**config.mk**
```make
export PLATFORM = sky130hd
export DESIGN_NAME = mta_ctrl
export DESIGN_NICKNAME = d
export VERILOG_FILES = /design/src/hw/rtl/mta_pkg.sv /design/src/hw/rtl/mta_ctrl.sv
export SDC_FILE = /design/constraint.sdc
export NUM_CORES = 1
export LEC_CHECK = 0
export BUFFER_PORTS_ARGS = -buffer_cell sky130_fd_sc_hd__buf_4
export CORE_MARGIN = 2
export CORE_UTILIZATION = 45
export CTS_BUF_LIST = sky130_fd_sc_hd__clkbuf_16
export DETAILED_ROUTE_END_ITERATION = 6
export GPL_TIMING_DRIVEN = 0
export PLACE_DENSITY = 0.75
export SYNTH_ARGS = -nofsm -noshare
export SYNTH_HDL_FRONTEND = slang
export SYNTH_SLANG_ARGS = --single-unit
```
**constraint.sdc**
```tcl
create_clock -name clk_i -period 1.9 [get_ports clk_i]
set_clock_uncertainty 0.05 [all_clocks]
set_input_delay 0.19 -clock clk_i [delete_from_list [all_inputs] [get_ports clk_i]]
set_output_delay 0.19 -clock clk_i [all_outputs]
set_load 0.01 [all_outputs]
```
**src/hw/rtl/mta_pkg.sv**
```systemverilog
package mta_pkg;

  localparam int unsigned IDX_W  = 13;
  localparam int unsigned CRD_W  = 16;
  localparam int unsigned AREA_W = 36;

  localparam logic REQ_LOAD     = 1'b0;
  localparam logic REQ_TRIANGLE = 1'b1;

  typedef struct packed {
    logic                    req_type;
    logic [IDX_W-1:0]        vertex_index;
    logic signed [CRD_W-1:0] coord_x;
    logic signed [CRD_W-1:0] coord_y;
    logic signed [CRD_W-1:0] coord_z;
    logic [IDX_W-1:0]        corner_a;
    logic [IDX_W-1:0]        corner_b;
    logic [IDX_W-1:0]        corner_c;
  } req_t;

  typedef struct packed {
    logic [AREA_W-1:0] double_area;
    logic              index_invalid;
  } res_t;

  typedef enum logic [1:0] {
    CORNER_A = 2'd0,
    CORNER_B = 2'd1,
    CORNER_C = 2'd2
  } corner_e;

  // Operand selection for the shared multiplier.
  typedef enum logic [2:0] {
    MUL_NONE = 3'd0,
    MUL_CR_P = 3'd1,
    MUL_CR_Q = 3'd2,
    MUL_LL   = 3'd3,
    MUL_HL   = 3'd4,
    MUL_HH   = 3'd5
  } mul_sel_e;

  // What happens to the product registered in the previous cycle, or, for OP_ABS, to the cross component.
  typedef enum logic [2:0] {
    OP_NONE    = 3'd0,
    OP_CR_LOAD = 3'd1,
    OP_CR_SUB  = 3'd2,
    OP_ABS     = 3'd3,
    OP_ADD_LL  = 3'd4,
    OP_ADD_HL  = 3'd5,
    OP_ADD_HH  = 3'd6
  } post_op_e;

  typedef struct packed {
    logic      load;
    logic      capture;
    corner_e   rd_corner;
    logic      latch_a;
    logic      latch_b;
    logic      form_edges;
    mul_sel_e  mul_sel;
    logic [1:0] comp;
    post_op_e  post_op;
    logic      root_step;
    logic      emit;
  } cmd_t;

  typedef struct packed {
    logic bad;
  } sts_t;

endpackage

```
**src/hw/rtl/mta_ctrl.sv**
```systemverilog
module mta_ctrl #(
  parameter int COORD_BITS = 16
) (
  input  logic          clk_i,
  input  logic          rst_ni,
  input  logic          start_i,
  input  logic          req_type_i,
  input  mta_pkg::sts_t sts_i,
  output logic          busy_o,
  output mta_pkg::cmd_t cmd_o
);

  localparam int RW  = 2 * COORD_BITS + 2;
  localparam int RCW = $clog2(RW);

  typedef enum logic [8:0] {
    ST_IDLE  = 9'b000000001,
    ST_CHECK = 9'b000000010,
    ST_RD_B  = 9'b000000100,
    ST_RD_C  = 9'b000001000,
    ST_EDGE  = 9'b000010000,
    ST_MAC   = 9'b000100000,
    ST_ROOT  = 9'b001000000,
    ST_DONE  = 9'b010000000,
    ST_SPARE = 9'b100000000
  } state_e;

  state_e         state_q, state_d;
  logic [2:0]     step_q, step_d;
  logic [1:0]     comp_q, comp_d;
  logic [RCW-1:0] rcnt_q, rcnt_d;
  mta_pkg::cmd_t  cmd;

  always_comb begin
    state_d       = state_q;
    step_d        = step_q;
    comp_d        = comp_q;
    rcnt_d        = rcnt_q;
    cmd           = '0;
    cmd.rd_corner = mta_pkg::CORNER_A;
    cmd.mul_sel   = mta_pkg::MUL_NONE;
    cmd.post_op   = mta_pkg::OP_NONE;
    cmd.comp      = comp_q;
    unique case (state_q)
      ST_IDLE: begin
        if (start_i) begin
          if (req_type_i == mta_pkg::REQ_TRIANGLE) begin
            cmd.capture = 1'b1;
            state_d     = ST_CHECK;
          end else begin
            cmd.load = 1'b1;
          end
        end
      end
      ST_CHECK: begin
        cmd.rd_corner = mta_pkg::CORNER_A;
        state_d       = sts_i.bad ? ST_DONE : ST_RD_B;
      end
      ST_RD_B: begin
        cmd.rd_corner = mta_pkg::CORNER_B;
        cmd.latch_a   = 1'b1;
        state_d       = ST_RD_C;
      end
      ST_RD_C: begin
        cmd.rd_corner = mta_pkg::CORNER_C;
        cmd.latch_b   = 1'b1;
        state_d       = ST_EDGE;
      end
      ST_EDGE: begin
        cmd.form_edges = 1'b1;
        step_d         = 3'd0;
        comp_d         = 2'd0;
        state_d        = ST_MAC;
      end
      ST_MAC: begin
        // Each cross component takes eight steps: two products and a
        // subtraction, the magnitude, then three partial squares summed.
        unique case (step_q)
          3'd0: cmd.mul_sel = mta_pkg::MUL_CR_P;
          3'd1: begin
            cmd.mul_sel = mta_pkg::MUL_CR_Q;
            cmd.post_op = mta_pkg::OP_CR_LOAD;
          end
          3'd2: cmd.post_op = mta_pkg::OP_CR_SUB;
          3'd3: cmd.post_op = mta_pkg::OP_ABS;
          3'd4: cmd.mul_sel = mta_pkg::MUL_LL;
          3'd5: begin
            cmd.mul_sel = mta_pkg::MUL_HL;
            cmd.post_op = mta_pkg::OP_ADD_LL;
          end
          3'd6: begin
            cmd.mul_sel = mta_pkg::MUL_HH;
            cmd.post_op = mta_pkg::OP_ADD_HL;
          end
          default: cmd.post_op = mta_pkg::OP_ADD_HH;
        endcase
        if (step_q == 3'd7) begin
          step_d = 3'd0;
          if (comp_q == 2'd2) begin
            rcnt_d  = '0;
            state_d = ST_ROOT;
          end else begin
            comp_d = comp_q + 2'd1;
          end
        end else begin
          step_d = step_q + 3'd1;
        end
      end
      ST_ROOT: begin
        cmd.root_step = 1'b1;
        if (rcnt_q == RCW'(RW - 1)) begin
          state_d = ST_DONE;
        end else begin
          rcnt_d = rcnt_q + 1'b1;
        end
      end
      ST_DONE: begin
        cmd.emit = 1'b1;
        state_d  = ST_IDLE;
      end
      default: state_d = ST_IDLE;
    endcase
  end

  always_ff @(posedge clk_i or negedge rst_ni) begin
    if (!rst_ni) begin
      state_q <= ST_IDLE;
      step_q  <= '0;
      comp_q  <= '0;
      rcnt_q  <= '0;
    end else begin
      state_q <= state_d;
      step_q  <= step_d;
      comp_q  <= comp_d;
      rcnt_q  <= rcnt_d;
    end
  end

  assign busy_o = (state_q != ST_IDLE);
  assign cmd_o  = cmd;

endmodule

```
======== Yosys cells after proc, flatten, opt, wreduce, memory -nomap -nowiden ========
Cells that the tools add are included.
storage, ports and cells
  output and inout bits ................... 18
  flip-flop bits (word level) ............. 20
  input port bits ......................... 5
cells by class
  equality and inequality tests ........... 25
  add/subtract/negate cells ............... 3
  mux-type cells .......................... 30
  reductions and logical operators ........ 7
operators by type and width
  operator                                                                 count
  9-bit one-hot mux with 7 select lines                                    1
  9-bit 2-to-1 mux                                                         5
  6-bit 2-to-1 mux                                                         3
  3-bit one-hot mux with 6 select lines                                    1
  3-bit one-hot mux with 5 select lines                                    1
  2-bit inequality test, second input constant                             7
  3-bit == test, second input constant                                     4
  6-bit one-hot mux with 2 select lines                                    1
  9-bit by 1-bit == test with 1-bit output, second input constant          1
  9-bit by 2-bit == test with 1-bit output, second input constant          1
  9-bit by 3-bit == test with 1-bit output, second input constant          1
  9-bit by 4-bit == test with 1-bit output, second input constant          1
  9-bit by 5-bit == test with 1-bit output, second input constant          1
  9-bit by 6-bit == test with 1-bit output, second input constant          1
  9-bit by 7-bit == test with 1-bit output, second input constant          1
  9-bit by 8-bit == test with 1-bit output, second input constant          1
  3-bit 2-to-1 mux                                                         3
  9-bit by 1-bit inequality test with 1-bit output, second input constant  1
  2-bit 2-to-1 mux                                                         4
  8-bit 2-to-1 mux                                                         1
  2-bit one-hot mux with 2 select lines                                    2
  1-bit 2-to-1 mux                                                         7
  6-bit by 1-bit adder with 6-bit output, second input constant            1
  3-bit by 2-bit == test with 1-bit output, second input constant          2
  12 further kinds                                                         13

======== Logic depth before layout (Yosys ltp) ========
  depth after elaboration ................. 4
  mapped depth ............................ 7
  depth with buffers taken out ............ 7

======== Worst setup path after synthesis ========
OpenSTA, ideal clock, no wires.
  path type ............................... flip-flop to output port
  from .................................... register state_q[5]
  to ...................................... output cmd_o[16] (netlist name)
  arrival ................................. 1694 ps
  setup slack ............................. -34 ps
  stages on the path, launching flop included .. 7
  cell sequence ........................... dfrtp_1 buf_6 nor3_1 nand3b_1 or3b_1 clkbuf_1 nor3b_1
RTL lines
  element                   RTL line         source
  start: declaration        mta_ctrl.sv:28   state_e state_q, state_d;
  start signal: assignment  mta_ctrl.sv:132  state_q <= state_d;
  end: declaration          mta_ctrl.sv:10   output mta_pkg::cmd_t cmd_o

==> results.cfg <==
[routing]
viasPerCell = 5.827
drc = 0
drt-total-wl_um = 3360
vias = 1282
drt_first_pass_iters = 4
routedWlPerCell_um = 15.27
drt_first_iter_violations = 55
ant_nets = 0

[worst_setup_path]
path_cells = inv_1, ha_2, or4_4, nor3b_2, buf_4
cp-end-kind = primary output
critPathMaxFanout = 4
rr_startpoint = state_q[2]
reg2reg_depth = 7
timing.rr.end = rcnt_q[5]
cp.required_ps = 1660
cp-start-kind = flop
slowest_stage = or4_4
critPathMaxStageDelay_ps = 550
arrival_ps = 1840
crit_type = flop to primary output
r2r_slack_ps = -30

[yosys]
syn_inst = 147
ys_types = 42
ys_top_cells_by_area = dfrtp_1 (34%), ha_1 (8.5%), o21ai_0 (5.7%)
yosysTopAreaCell = dfrtp_1
yosys_most_used_dff = dfrtp_1
synth_nets = 161
synth_seq_cells = 19
yosysWarnings = 0
synth-edff-count = 0
synth.top_cell.area_share_pct = 34.19
yosysSeqAreaShare_pct = 36.18
syn_area_per_cell_um2 = 8.963
async_reset_ff_share_pct = 100.0
synthesis.area_um2 = 1318
synth_most_common_cell = dfrtp_1
ys_top_cells_by_count = dfrtp_1 (18), o21ai_0 (15), inv_1 (10), nand2_1 (10), nor2_1 (10)

[pwr]
netSwitchingFraction_pct = 30.07
irDropWorstVdd_uv = 776.9
leakagePower_nw = 0.8736
switching_power_mw = 0.4024
p_seq_share_pct = 36.0
p_clk_share_pct = 33.3
power.total_mw = 1.338
p_comb_share_pct = 30.7
power.internal_mw = 0.9359
powerDensity_nw_per_um2 = 717.4

[cts]
clk_latency_ps = 250
cts_tree = done
cts-root-buf = clkbuf_16
clkTransAtPathRegs_ps = 60
htreeDepth = 1
cts_inserted_buffers = 3
cts.sinks = 19
clock_path_buffers = 2

[placement]
place_inst = 200
port_buffers = 22
place_hpwl_um = 2095
gp_congestion = 0.7881
dp_slack_ps = -113.6

[job]
maxCapViolations = 0

[global_route]
grt_remaining_overflow = 0
grt_max_degree = 20
grt_use_total_pct = 20.29
grt_pass1_wl_um = 5326
antenna_found_initial = 0
grt_pass1_vias = 1227

[outcome]
status = finished with violations
violations = setup timing

[sta]
fin_crit_sh_pct = 109.3
holdWs_ps = 38.05
worstMarginPinSlew_ps = 548.4
setup_violations = 7
rsz0062_at_grt = true
period_needed_ps = 2076
final-hold-violation-count = 0
slew_viol_final = 0
finalWorstSetupSlack_ps = -176.3
fmax_mhz = 481.6
maxSlewHeadroom_pct = 63.10

[floorplan]
start_util_pct = 47.78
die_h_um = 58.11
io_pins = 23
die_width_um = 58.11
fp-row-count = 19
die_area_um2 = 3377
core_um2 = 2758

[finish]
final_nets = 204
diodes = 0
area_growth_pct = 41.60
fill_cells = 212
fin_cells = 220
layout-drive-gt1-share_pct = 41.80

[worst_hold_path]
worstHoldStart = sts_i
hold_class = primary input to flop
whs_path_depth = 2
hold_end = state_q[2]
cell usage in the layout (no fill, tap or decap), types with 2 or more instances in the layout:
cell type  instances
buf_4             38
dfrtp_1           14
nand2_1           10
inv_1              9
o21ai_0            9
nor2_1             9
a21oi_1            8
o21ai_1            6
buf_6              5
ha_1               5
and3_1             4
nor3b_2            4
a22o_1             4
dfrtp_2            4
nor2b_1            3
nand3_1            3
a211oi_1           3
nor3_1             3
o22ai_1            3
clkbuf_16          3
nor3_4             2
nand3_4            2
nand3b_1           2
or2_2              2
a21o_1             2
ha_2               2
ha_4               2
registers in the layout (all words and copies together), names as in the netlist:
name	cells
step_q	3
comp_q	2
state_q	8
rcnt_q	6
through the flow:
| stage | setup TNS [ps] | instance area (um2) | util, % |
|---|---|---|---|
| finish | -692.6 | 1866 | 67.65 |
| global route | -1106 | 1866 | 67.65 |
| CTS | -532.1 | 1795 | 65.11 |
| detailed placement | -312.1 | 1526 | 55.35 |
| global placement | -146.8 | 1526 | 55.35 |
| floorplan | 0 | 1323 | - |
final cells by class:
type / count / area, um2 / share of cell area [%]
inverter: 10 / 40.04 / 2.146
tap: 31 / 38.79 / 2.079
multi-input combinational: 112 / 870.8 / 46.68
buffer: 4 / 41.29 / 2.213
clock buffer: 3 / 75.07 / 4.024
clock inverter: 1 / 7.507 / 0.4024
timing repair buffer: 40 / 310.3 / 16.63
sequential: 19 / 481.7 / 25.82
cell families (layout without fill, tap and decap cells):
logic type | count (synthesis) | after routing | synth area share, %
fa+ha+maj | 9 | 9 | 8.547
flops | 19 | 19 | 36.18
xor+xnor | 1 | 1 | 0.6649
compound gates | 43 | 43 | 21.08
simple gates | 59 | 59 | 26.69
buf+inv | 16 | 58 | 6.837
how the worst max path moves through the flow:
stage | start | end | slack, ps
final | step_q[1] | cmd_o[2] | -180
after CTS | step_q[1] | cmd_o[2] | -150
after global routing | step_q[0] | cmd_o[2] | -220
after floorplan | state_q[5] | cmd_o[16] | 50
after global placement | state_q[6] | cmd_o[16] | -70
after detailed placement | state_q[6] | cmd_o[16] | -110
critical path, delay by kind of cell (launching register included):
kind / cells / cell delay (ps)
buffers and inverters: 2 / 240
flip-flops: 1 / 420
adder cells (fa/ha/maj): 1 / 200
AND/OR/NAND/NOR: 2 / 720
what timing repair did:
| item | in CTS | in global routing |
|---|---|---|
| buffers inserted | 14 | 5 |
| setup endpoints to repair | 14 | 17 |
| pin swaps | 7 | 5 |
| hold buffers | 1 | 0 |
| resized for setup | 22 | 15 |
| hold endpoints to repair | 18 | 0 |
per-layer routing:
metal  up-vias  GRT usage, %  routed length (um)
li1        618             -                   -
met1       637         23.63                1375
met2        21         36.36                1859
met3         6         5.580                  95
met4         0         5.648                  29
met5         -             0                   0
power groups by stage:
stage	logic (mW)	registers (mW)	clock network, mW
after floorplan	0.234	0.452	0
after global placement	0.309	0.455	0
after detailed placement	0.317	0.456	0
after CTS	0.358	0.477	0.455
after global routing	0.444	0.487	0.471
final	0.410	0.482	0.446
Power figures use the tool's default switching activity.
